### config.mk
export PLATFORM = sky130hd
export DESIGN_NAME = ordered_fragment_reassembly_window
export DESIGN_NICKNAME = d
export VERILOG_FILES = /design/src/rtl/ofra_pkg.sv /design/src/rtl/ofra_ram.sv /design/src/rtl/ofra_slot_mod.sv /design/src/rtl/ofra_datapath.sv /design/src/rtl/ofra_ctrl.sv /design/src/rtl/ordered_fragment_reassembly_window.sv
export SDC_FILE = /design/constraint.sdc
export NUM_CORES = 2
export LEC_CHECK = 0
export BUFFER_PORTS_ARGS = -buffer_cell sky130_fd_sc_hd__buf_2
export CAP_MARGIN = 15
export CORE_MARGIN = 4
export CORE_UTILIZATION = 50
export DETAILED_ROUTE_END_ITERATION = 10
export MAX_ROUTING_LAYER = met4
export PLACE_DENSITY = 0.66
export SETUP_SLACK_MARGIN = 0.02
export SYNTH_ARGS = -nofsm -noshare
export SYNTH_HDL_FRONTEND = slang
export SYNTH_HIERARCHICAL = 1
export SYNTH_SLANG_ARGS = --single-unit
### constraint.sdc
create_clock -name clk -period 6.2 [get_ports clk]
set_input_delay 1.24 -clock clk [delete_from_list [all_inputs] [get_ports clk]]
set_output_delay 1.24 -clock clk [all_outputs]
set_load 0.1 [all_outputs]
### src/rtl/ofra_pkg.sv
package ofra_pkg;

	localparam int ID_W = 16;
	localparam int LEN_W = 12;
	localparam int SLOT_W = 5;
	localparam int QUEUE_SLOTS_DEF = 32;
	localparam int MOD_STEP = 4;
	localparam int ENTRY_W = ID_W + 2 + LEN_W;
	localparam logic [LEN_W-1:0] MAX_PAYLOAD_RST = 12'd1024;

	typedef enum logic {
		OP_RECEIVE = 1'b0,
		OP_PROCESS = 1'b1
	} op_t;

	typedef enum logic [1:0] {
		PK_FULL   = 2'd0,
		PK_FIRST  = 2'd1,
		PK_MIDDLE = 2'd2,
		PK_LAST   = 2'd3
	} packet_kind_t;

	typedef enum logic [2:0] {
		RK_STORED    = 3'd0,
		RK_STALE     = 3'd1,
		RK_BUSY      = 3'd2,
		RK_TOO_LONG  = 3'd3,
		RK_EMPTY     = 3'd4,
		RK_DELIVERED = 3'd5,
		RK_DONE      = 3'd6
	} result_kind_t;

	typedef struct packed {
		op_t                opcode;
		logic [ID_W-1:0]    packet_id;
		packet_kind_t       packet_kind;
		logic [LEN_W-1:0]   payload_len;
	} item_t;

	typedef struct packed {
		result_kind_t       result_kind;
		logic [SLOT_W-1:0]  slot_index;
		logic [ID_W-1:0]    out_id;
		logic [LEN_W-1:0]   out_len;
		logic               message_end;
		logic               last_result;
	} result_t;

	typedef struct packed {
		logic load;
		logic mod_go;
		logic recv_emit;
		logic walk_init;
		logic msg_start;
		logic scan_rd;
		logic scan_adv;
		logic scan_done;
		logic dlv_rd;
		logic dlv_emit;
		logic done_emit;
	} ctrl_cmd_t;

	typedef struct packed {
		logic         mod_done;
		logic         holds;
		packet_kind_t kind;
		logic         first;
		logic         off_last;
		logic         off_end;
		logic         dlv_end;
	} dp_status_t;

endpackage

### src/rtl/ofra_ram.sv
module ofra_ram #(
	parameter int WIDTH = 8,
	parameter int DEPTH = 32
) (
	input  logic                     clk,
	input  logic                     wr_en,
	input  logic [$clog2(DEPTH)-1:0] wr_addr,
	input  logic [WIDTH-1:0]         wr_data,
	input  logic                     rd_en,
	input  logic [$clog2(DEPTH)-1:0] rd_addr,
	output logic [WIDTH-1:0]         rd_data
);

	logic [WIDTH-1:0] mem_q [DEPTH];
	logic [WIDTH-1:0] rd_data_q;

	always_ff @(posedge clk) begin
		if (wr_en) begin
			mem_q[wr_addr] <= wr_data;
		end
		if (rd_en) begin
			rd_data_q <= mem_q[rd_addr];
		end
	end

	assign rd_data = rd_data_q;

endmodule

### src/rtl/ofra_slot_mod.sv
module ofra_slot_mod
	import ofra_pkg::*;
#(
	parameter int QUEUE_SLOTS = QUEUE_SLOTS_DEF
) (
	input  logic                           clk,
	input  logic                           arst_n,
	input  logic                           go,
	input  logic [ID_W-1:0]                id,
	output logic                           done,
	output logic [$clog2(QUEUE_SLOTS)-1:0] rem
);

	localparam int SW = $clog2(QUEUE_SLOTS);
	localparam int STEPS = ID_W / MOD_STEP;
	localparam int CW = $clog2(STEPS + 1);
	localparam logic [SW:0] QV = (SW + 1)'(QUEUE_SLOTS);

	logic [ID_W-1:0] div_q;
	logic [SW-1:0]   rem_q;
	logic [CW-1:0]   cnt_q;
	logic [SW-1:0]   rem_nx;

	// long division remainder, MOD_STEP dividend bits per cycle
	always_comb begin
		logic [SW:0] t;
		rem_nx = rem_q;
		for (int k = 0; k < MOD_STEP; k++) begin
			t = {rem_nx, div_q[ID_W-1-k]};
			if (t >= QV) begin
				t = t - QV;
			end
			rem_nx = t[SW-1:0];
		end
	end

	always_ff @(posedge clk or negedge arst_n) begin
		if (!arst_n) begin
			cnt_q <= '0;
		end else if (go) begin
			cnt_q <= CW'(STEPS);
		end else if (cnt_q != '0) begin
			cnt_q <= cnt_q - 1'b1;
		end
	end

	always_ff @(posedge clk) begin
		if (go) begin
			div_q <= id;
			rem_q <= '0;
		end else if (cnt_q != '0) begin
			div_q <= div_q << MOD_STEP;
			rem_q <= rem_nx;
		end
	end

	assign done = (cnt_q == '0);
	assign rem = rem_q;

endmodule

### src/rtl/ofra_datapath.sv
module ofra_datapath
	import ofra_pkg::*;
#(
	parameter int QUEUE_SLOTS = QUEUE_SLOTS_DEF
) (
	input  logic             clk,
	input  logic             arst_n,
	input  item_t            item,
	input  logic             cfg_we,
	input  logic [LEN_W-1:0] cfg_data,
	input  ctrl_cmd_t        cmd,
	output dp_status_t       status,
	output logic             result_strobe,
	output result_t          result
);

	localparam int SW = $clog2(QUEUE_SLOTS);
	localparam int OW = $clog2(QUEUE_SLOTS + 1);
	localparam logic [SW-1:0] SLOT_LAST = SW'(QUEUE_SLOTS - 1);

	item_t              item_q;
	logic [LEN_W-1:0]   max_payload_q;
	logic [QUEUE_SLOTS-1:0] valid_q;
	logic [ID_W-1:0]    last_q;
	logic [SW-1:0]      head_q;
	logic [SW-1:0]      scan_slot_q;
	logic [ID_W-1:0]    scan_id_q;
	logic [ID_W-1:0]    end_id_q;
	logic [OW-1:0]      off_q;
	logic               first_q;
	logic               valid_s1;
	logic               strobe_q;
	result_t            result_q;

	logic               mod_done;
	logic [SW-1:0]      rx_slot;
	logic [ID_W-1:0]    diff;
	logic               stale;
	result_kind_t       rx_kind;
	logic               store;
	logic [SW-1:0]      head_inc;
	logic [SW-1:0]      scan_inc;
	logic [ID_W-1:0]    next_id;
	logic               rd_en;
	logic [SW-1:0]      rd_addr;
	logic [ENTRY_W-1:0] rd_data;
	logic [ID_W-1:0]    rd_seq;
	packet_kind_t       rd_kind;
	logic [LEN_W-1:0]   rd_len;

	ofra_slot_mod #(
		.QUEUE_SLOTS(QUEUE_SLOTS)
	) u_mod (
		.clk   (clk),
		.arst_n(arst_n),
		.go    (cmd.mod_go),
		.id    (item.packet_id),
		.done  (mod_done),
		.rem   (rx_slot)
	);

	ofra_ram #(
		.WIDTH(ENTRY_W),
		.DEPTH(QUEUE_SLOTS)
	) u_ram (
		.clk    (clk),
		.wr_en  (store),
		.wr_addr(rx_slot),
		.wr_data({item_q.packet_id, item_q.packet_kind, item_q.payload_len}),
		.rd_en  (rd_en),
		.rd_addr(rd_addr),
		.rd_data(rd_data)
	);

	assign rd_seq  = rd_data[ENTRY_W-1 -: ID_W];
	assign rd_kind = packet_kind_t'(rd_data[LEN_W +: 2]);
	assign rd_len  = rd_data[LEN_W-1:0];

	assign rd_en   = cmd.scan_rd | cmd.dlv_rd;
	assign rd_addr = cmd.dlv_rd ? head_q : scan_slot_q;

	// id wrap restarts at slot 0
	assign head_inc = (head_q == SLOT_LAST || next_id == '1) ? '0 : head_q + 1'b1;
	assign scan_inc = (scan_slot_q == SLOT_LAST || scan_id_q == '1) ? '0 :
		scan_slot_q + 1'b1;
	assign next_id  = last_q + 1'b1;

	// receive verdict
	assign diff  = item_q.packet_id - last_q;
	assign stale = (diff == '0) || diff[ID_W-1];

	always_comb begin
		if (item_q.payload_len > max_payload_q) begin
			rx_kind = RK_TOO_LONG;
		end else if (item_q.payload_len == '0) begin
			rx_kind = RK_EMPTY;
		end else if (stale) begin
			rx_kind = RK_STALE;
		end else if (valid_q[rx_slot]) begin
			rx_kind = RK_BUSY;
		end else begin
			rx_kind = RK_STORED;
		end
	end

	assign store = cmd.recv_emit && (rx_kind == RK_STORED);

	always_ff @(posedge clk or negedge arst_n) begin
		if (!arst_n) begin
			max_payload_q <= MAX_PAYLOAD_RST;
			valid_q       <= '0;
			last_q        <= '1;
			head_q        <= '0;
			strobe_q      <= 1'b0;
		end else begin
			if (cfg_we) begin
				max_payload_q <= cfg_data;
			end
			if (store) begin
				valid_q[rx_slot] <= 1'b1;
			end
			if (cmd.dlv_emit) begin
				valid_q[head_q] <= 1'b0;
				last_q          <= next_id;
				head_q          <= head_inc;
			end
			strobe_q <= cmd.recv_emit | cmd.dlv_emit | cmd.done_emit;
		end
	end

	always_ff @(posedge clk) begin
		if (cmd.load) begin
			item_q <= item;
		end
		if (rd_en) begin
			valid_s1 <= valid_q[rd_addr];
		end
		if (cmd.walk_init) begin
			off_q <= '0;
		end else if (cmd.scan_adv || cmd.scan_done) begin
			off_q <= off_q + 1'b1;
		end
		if (cmd.msg_start) begin
			scan_slot_q <= cmd.dlv_emit ? head_inc : head_q;
			scan_id_q   <= cmd.dlv_emit ? next_id + 1'b1 : next_id;
			first_q     <= 1'b1;
		end else if (cmd.scan_adv) begin
			scan_slot_q <= scan_inc;
			scan_id_q   <= scan_id_q + 1'b1;
			first_q     <= 1'b0;
		end
		if (cmd.scan_done) begin
			end_id_q <= scan_id_q;
		end
		if (cmd.recv_emit) begin
			result_q.result_kind <= rx_kind;
			result_q.slot_index  <= SLOT_W'(rx_slot);
			result_q.out_id      <= item_q.packet_id;
			result_q.out_len     <= item_q.payload_len;
			result_q.message_end <= 1'b0;
			result_q.last_result <= 1'b1;
		end else if (cmd.dlv_emit) begin
			result_q.result_kind <= RK_DELIVERED;
			result_q.slot_index  <= SLOT_W'(head_q);
			result_q.out_id      <= next_id;
			result_q.out_len     <= rd_len;
			result_q.message_end <= (next_id == end_id_q);
			result_q.last_result <= 1'b0;
		end else if (cmd.done_emit) begin
			result_q.result_kind <= RK_DONE;
			result_q.slot_index  <= '0;
			result_q.out_id      <= last_q;
			result_q.out_len     <= '0;
			result_q.message_end <= 1'b0;
			result_q.last_result <= 1'b1;
		end
	end

	assign status.mod_done = mod_done;
	assign status.holds    = valid_s1 && (rd_seq == scan_id_q);
	assign status.kind     = rd_kind;
	assign status.first    = first_q;
	assign status.off_last = ({1'b0, off_q} + 1'b1) >= (OW + 1)'(QUEUE_SLOTS);
	assign status.off_end  = off_q >= OW'(QUEUE_SLOTS);
	assign status.dlv_end  = (next_id == end_id_q);

	assign result_strobe = strobe_q;
	assign result        = result_q;

endmodule

### src/rtl/ofra_ctrl.sv
module ofra_ctrl
	import ofra_pkg::*;
(
	input  logic       clk,
	input  logic       arst_n,
	input  logic       start,
	input  op_t        opcode,
	input  dp_status_t status,
	output logic       busy,
	output ctrl_cmd_t  cmd
);

	typedef enum logic [7:0] {
		S_IDLE     = 8'b0000_0001,
		S_MOD      = 8'b0000_0010,
		S_RECV     = 8'b0000_0100,
		S_SCAN_RD  = 8'b0000_1000,
		S_SCAN_CHK = 8'b0001_0000,
		S_DLV_RD   = 8'b0010_0000,
		S_DLV_EMIT = 8'b0100_0000,
		S_DONE     = 8'b1000_0000
	} state_t;

	state_t state_q;
	state_t state_nx;

	always_comb begin
		state_nx = state_q;
		cmd      = '0;
		case (state_q)
			S_IDLE: begin
				if (start) begin
					cmd.load = 1'b1;
					if (opcode == OP_RECEIVE) begin
						cmd.mod_go = 1'b1;
						state_nx   = S_MOD;
					end else begin
						cmd.walk_init = 1'b1;
						cmd.msg_start = 1'b1;
						state_nx      = S_SCAN_RD;
					end
				end
			end
			S_MOD: begin
				if (status.mod_done) begin
					state_nx = S_RECV;
				end
			end
			S_RECV: begin
				cmd.recv_emit = 1'b1;
				state_nx      = S_IDLE;
			end
			S_SCAN_RD: begin
				cmd.scan_rd = 1'b1;
				state_nx    = S_SCAN_CHK;
			end
			S_SCAN_CHK: begin
				state_nx = S_DONE;
				if (status.holds) begin
					if ((status.first && status.kind == PK_FULL) ||
					    (!status.first && status.kind == PK_LAST)) begin
						cmd.scan_done = 1'b1;
						state_nx      = S_DLV_RD;
					end else if ((status.first && status.kind == PK_FIRST) ||
					             (!status.first && status.kind == PK_MIDDLE)) begin
						if (!status.off_last) begin
							cmd.scan_adv = 1'b1;
							state_nx     = S_SCAN_RD;
						end
					end
				end
			end
			S_DLV_RD: begin
				cmd.dlv_rd = 1'b1;
				state_nx   = S_DLV_EMIT;
			end
			S_DLV_EMIT: begin
				cmd.dlv_emit = 1'b1;
				if (!status.dlv_end) begin
					state_nx = S_DLV_RD;
				end else if (status.off_end) begin
					state_nx = S_DONE;
				end else begin
					cmd.msg_start = 1'b1;
					state_nx      = S_SCAN_RD;
				end
			end
			S_DONE: begin
				cmd.done_emit = 1'b1;
				state_nx      = S_IDLE;
			end
			default: begin
				state_nx = S_IDLE;
			end
		endcase
	end

	always_ff @(posedge clk or negedge arst_n) begin
		if (!arst_n) begin
			state_q <= S_IDLE;
		end else begin
			state_q <= state_nx;
		end
	end

	assign busy = (state_q != S_IDLE);

endmodule

### src/rtl/ordered_fragment_reassembly_window.sv
// receive: the slot remainder unit runs, then the verdict goes out through the result
//   register on the strobe; next item accepted in the strobe cycle
// process: each slot checked passes a read and a check state, each delivered slot a
//   read and an emit state, and the done result comes from the done state
// results leave one at a time on a single-cycle strobe and cannot be stalled
// reset: window empty, id 0 expected next, max_payload 1024
module ordered_fragment_reassembly_window
	import ofra_pkg::*;
#(
	parameter int QUEUE_SLOTS = QUEUE_SLOTS_DEF
) (
	input  logic             clk,
	input  logic             arst_n,
	input  logic             start,
	output logic             busy,
	input  item_t            item,
	input  logic             cfg_we,
	input  logic [LEN_W-1:0] cfg_data,
	output logic             result_strobe,
	output result_t          result
);

	ctrl_cmd_t  cmd;
	dp_status_t status;

	ofra_ctrl u_ctrl (
		.clk   (clk),
		.arst_n(arst_n),
		.start (start),
		.opcode(item.opcode),
		.status(status),
		.busy  (busy),
		.cmd   (cmd)
	);

	ofra_datapath #(
		.QUEUE_SLOTS(QUEUE_SLOTS)
	) u_dp (
		.clk          (clk),
		.arst_n       (arst_n),
		.item         (item),
		.cfg_we       (cfg_we),
		.cfg_data     (cfg_data),
		.cmd          (cmd),
		.status       (status),
		.result_strobe(result_strobe),
		.result       (result)
	);

endmodule

==> summary.md <==
| Metric | Value |
|---|---|
| CP max FO | 17 |
| Seq/Total Area, Yosys | 0.705 |
| FP Rows | 116 |
| Power Density | 361 nW/µm² |
| Final ANT Viol Nets | 0 |
| Worst Clk Skew | 0.0191 ns |
| Ys Warns | 6 |
| Tot Pwr | 0.0204 W |
| Synthesized area | 50,400 µm² |
| Final std cells w/o fill | 4,838 |
| Max Cap Viol | 0 |
| Post-DP HPWL | 77,900 µm |
| Chip width | 326 µm |
| Post-Syn Instances | 3,278 |
| Primary FF master, synth | edfxtp_1 |
| Compound-Gate Fraction of Synth Area | 0.0709 |
| Max rail drop VDD | 0.306 mV |
| Drt drc | 0 |
| Nets | 3,525 |
| Final setup viols | 0 |
| Worst hold-check path type | reg -> reg |
| Synth area leader | edfxtp_1 |
| Vias in the first global route | 29.0k |
| Synth Area in Adders | 0.0106 |
| Pre-antenna DRT Iters | 5 |
| Tmin final | 5.25 ns |
| CTS Buf Count | 118 |
| Area Overhead vs Synth | 12.4% |
| Period utilization | 0.847 |
| Highest Clock Rate | 0.190 GHz |
| # Post-CTS Setup Buffers | 0 |
| Top-count cell post-synth | edfxtp_1 |
| Max-slew headroom | 0.241 |
| N_diodes | 0 |
| Vias per std cell | 6.00 |
| CP Class | reg -> reg |
| Slew of the pin with the lowest slew margin | 1.14 ns |
| CP Data Required Time | 6.57 ns |
| Filler cell count in the final layout | 7,765 |
| Antenna violations before repair | 0 |
| Run status | completed |
| Clk_lat worst skew | 0.70 ns |
| IO Pins | 87 |
| Die Area | 106,000 µm² |
| Root buf cell | clkbuf_16 |
| Pin count of the biggest net entering global routing | 68 |
| Gr ovfl total | 0 |
| Placed insts | 4,614 |
| Post-route setup TNS | 0 ns |
| First-pass GRT wire length | 184,000 µm |
| Drt initial violations | 2,733 |
| CTS resizes | 0 |
| Post-Synth Simple-Gate Area | 0.0599 |
| Post-synth top cells | edfxtp_1 (1,110), mux2i_1 (495), nand2_1 (172), a21oi_1 (171), nand3_1 (134) |
| Worst EP arrival | 5.63 ns |
| RSZ-0062 raised after global routing | no |
| Port bufs | 86 |
| Core ar. | 100,000 µm² |
| CP endpoint kind | flop |
| Startpoint Class | flop |
| Post-synthesis net count | 3,367 |
| CTS Sinks | 1,201 |
| Drt wl/cell | 25.2 µm |
| Initial Util | 0.504 |
| Ys async rst share | 0.0641 |
| Synth top area cells | edfxtp_1 (66%), mux2i_1 (9.8%), dfrtp_1 (2.9%) |
| Layout cells sized above 1 | 0.144 |
| Post-synth top area share | 0.661 |
| Total GRT Usage | 0.233 |
| Slew Limit Fails | 0 |
| Synth unique cells | 85 |
| Largest family of logic cells by synthesized area | multiplexers |
| Yosys reg bits | 1,201 |
| Synth Area in XOR/XNOR | 0.0179 |
| Clock transition at path regs | 0.06 ns |
| Post-synth EDFFs | 1,110 |
| Leak | 19.9 nW |
| Htree depth | 3 |
| Max Root-Sink Buffers | 3 |
| Post-CTS Hold Fix Bufs | 0 |
| Final wirelength | 122,000 µm |
| Post-synthesis average cell area | 15.4 µm² |
| Mux cell area share after synthesis | 0.109 |
| Final GP Congestion | 0.915 |
| Final Hold Viols | 0 |
| Die Y | 326 µm |
| CTS tree | built |
| Via count | 29.0k |
routing by layer:
| layer | global-route usage | wire (µm) |
|---|---|---|
| met1 | 0.327 | 53700 |
| met4 | 0.0669 | 3350 |
| met3 | 0.0307 | 7100 |
| met2 | 0.363 | 57800 |
| met5 | - | 0 |
worst paths after layout:
kind	startpoint	cells past startpoint	to	slack [ns]
setup / recovery	u_dp/last_q[2]	11	u_dp/u_ram/mem_q[16][27]	0.95
hold / removal	u_dp/off_q[4]	2	u_dp/off_q[4]	0.51
setup reg to reg	u_dp/last_q[2]	11	u_dp/u_ram/mem_q[16][27]	0.95
hold reg to reg	u_dp/off_q[4]	2	u_dp/off_q[4]	0.51
max in group asynchronous	arst_n	2	u_dp/valid_q[21]	4.65
min in group asynchronous	arst_n	1	u_dp/last_q[14]	0.65
power breakdown:
part           total (W)  switching (W)  internal, W
clock network    0.00701        0.00300      0.00401
registers        0.00985       0.000238      0.00961
logic            0.00359        0.00243      0.00116
total             0.0204        0.00567       0.0148
critical path, stage by stage, from the launching register on:
cell       delay (ns)
dfstp_2          0.68
inv_1            0.22
ha_1             0.41
o2111ai_2        0.24
a211o_1          0.41
and3_4           0.20
a311oi_1         0.35
and4b_1          0.29
nor3_1           0.49
or3b_2           0.74
nor2_4           0.48
buf_4            0.38
placed cells by master (no fill, tap or decap), types with 10 or more instances in the layout:
cell type,count
edfxtp_1,1110
mux2i_1,494
nand2_1,172
a21oi_1,171
nand3_1,134
clkbuf_16,119
buf_4,107
a22oi_1,92
inv_1,88
buf_2,85
a22o_1,82
xnor2_1,73
nor2_1,64
dfrtp_1,59
o21ai_0,46
nor3_1,43
ha_1,41
o22ai_1,37
a31oi_1,35
nor2_4,34
mux2_2,34
xor2_1,30
clkinv_1,27
clkbuf_1,27
clkinv_2,21
nand4_1,18
dfstp_2,18
buf_12,15
nand2b_1,14
and3_1,14
dfxtp_1,14
nor2b_1,13
bufinv_16,11
nor4_1,11
nand3b_1,10
o211ai_1,10
a21o_1,10
final cells by class:
class	instances	area [µm²]	area share
clock buffers	148	3110	0.0548
clock inverters	76	723	0.0128
inverters	90	348	0.00613
multi-input cells	1818	13800	0.244
flip-flops and latches	1201	35600	0.627
well taps	1298	1620	0.0286
repair buffers	207	1530	0.0270
registers in the layout, indices dropped and copies added, names as in the netlist, 3 cells and up:
name,cells
u_ctrl/state_q,8
u_dp/end_id_q,16
u_dp/head_q,5
u_dp/item_q,30
u_dp/last_q,16
u_dp/max_payload_q,12
u_dp/off_q,6
u_dp/result,38
u_dp/scan_id_q,16
u_dp/scan_slot_q,5
u_dp/u_mod/cnt_q,3
u_dp/u_mod/div_q,16
u_dp/u_mod/rem,5
u_dp/u_ram/mem_q,960
u_dp/u_ram/rd_data,30
u_dp/valid_q,32
through the flow:
stage	instance area, µm²	hold slack (ns)	setup slack [ns]	util
after detailed placement	52900	0.492	1.03	0.528
after global placement	52900	0.465	1.15	0.528
final	56700	0.510	0.950	0.566
after global routing	56700	0.550	0.794	0.566
after floorplan	50400	0.432	1.08	-
after CTS	56700	0.503	1.02	0.566
cell families (layout without fill, tap and decap cells):
kind of cell             Yosys count  count (layout)
AND/OR/NAND/NOR                  599             599
flip-flops                      1201            1201
buffers and inverters            259             521
XOR/XNOR                         103             103
adder cells (fa/ha/maj)           42              42
AO/OA/AOI/OAI                    538             538
multiplexers                     536             536
Power figures use the tool's default switching activity.
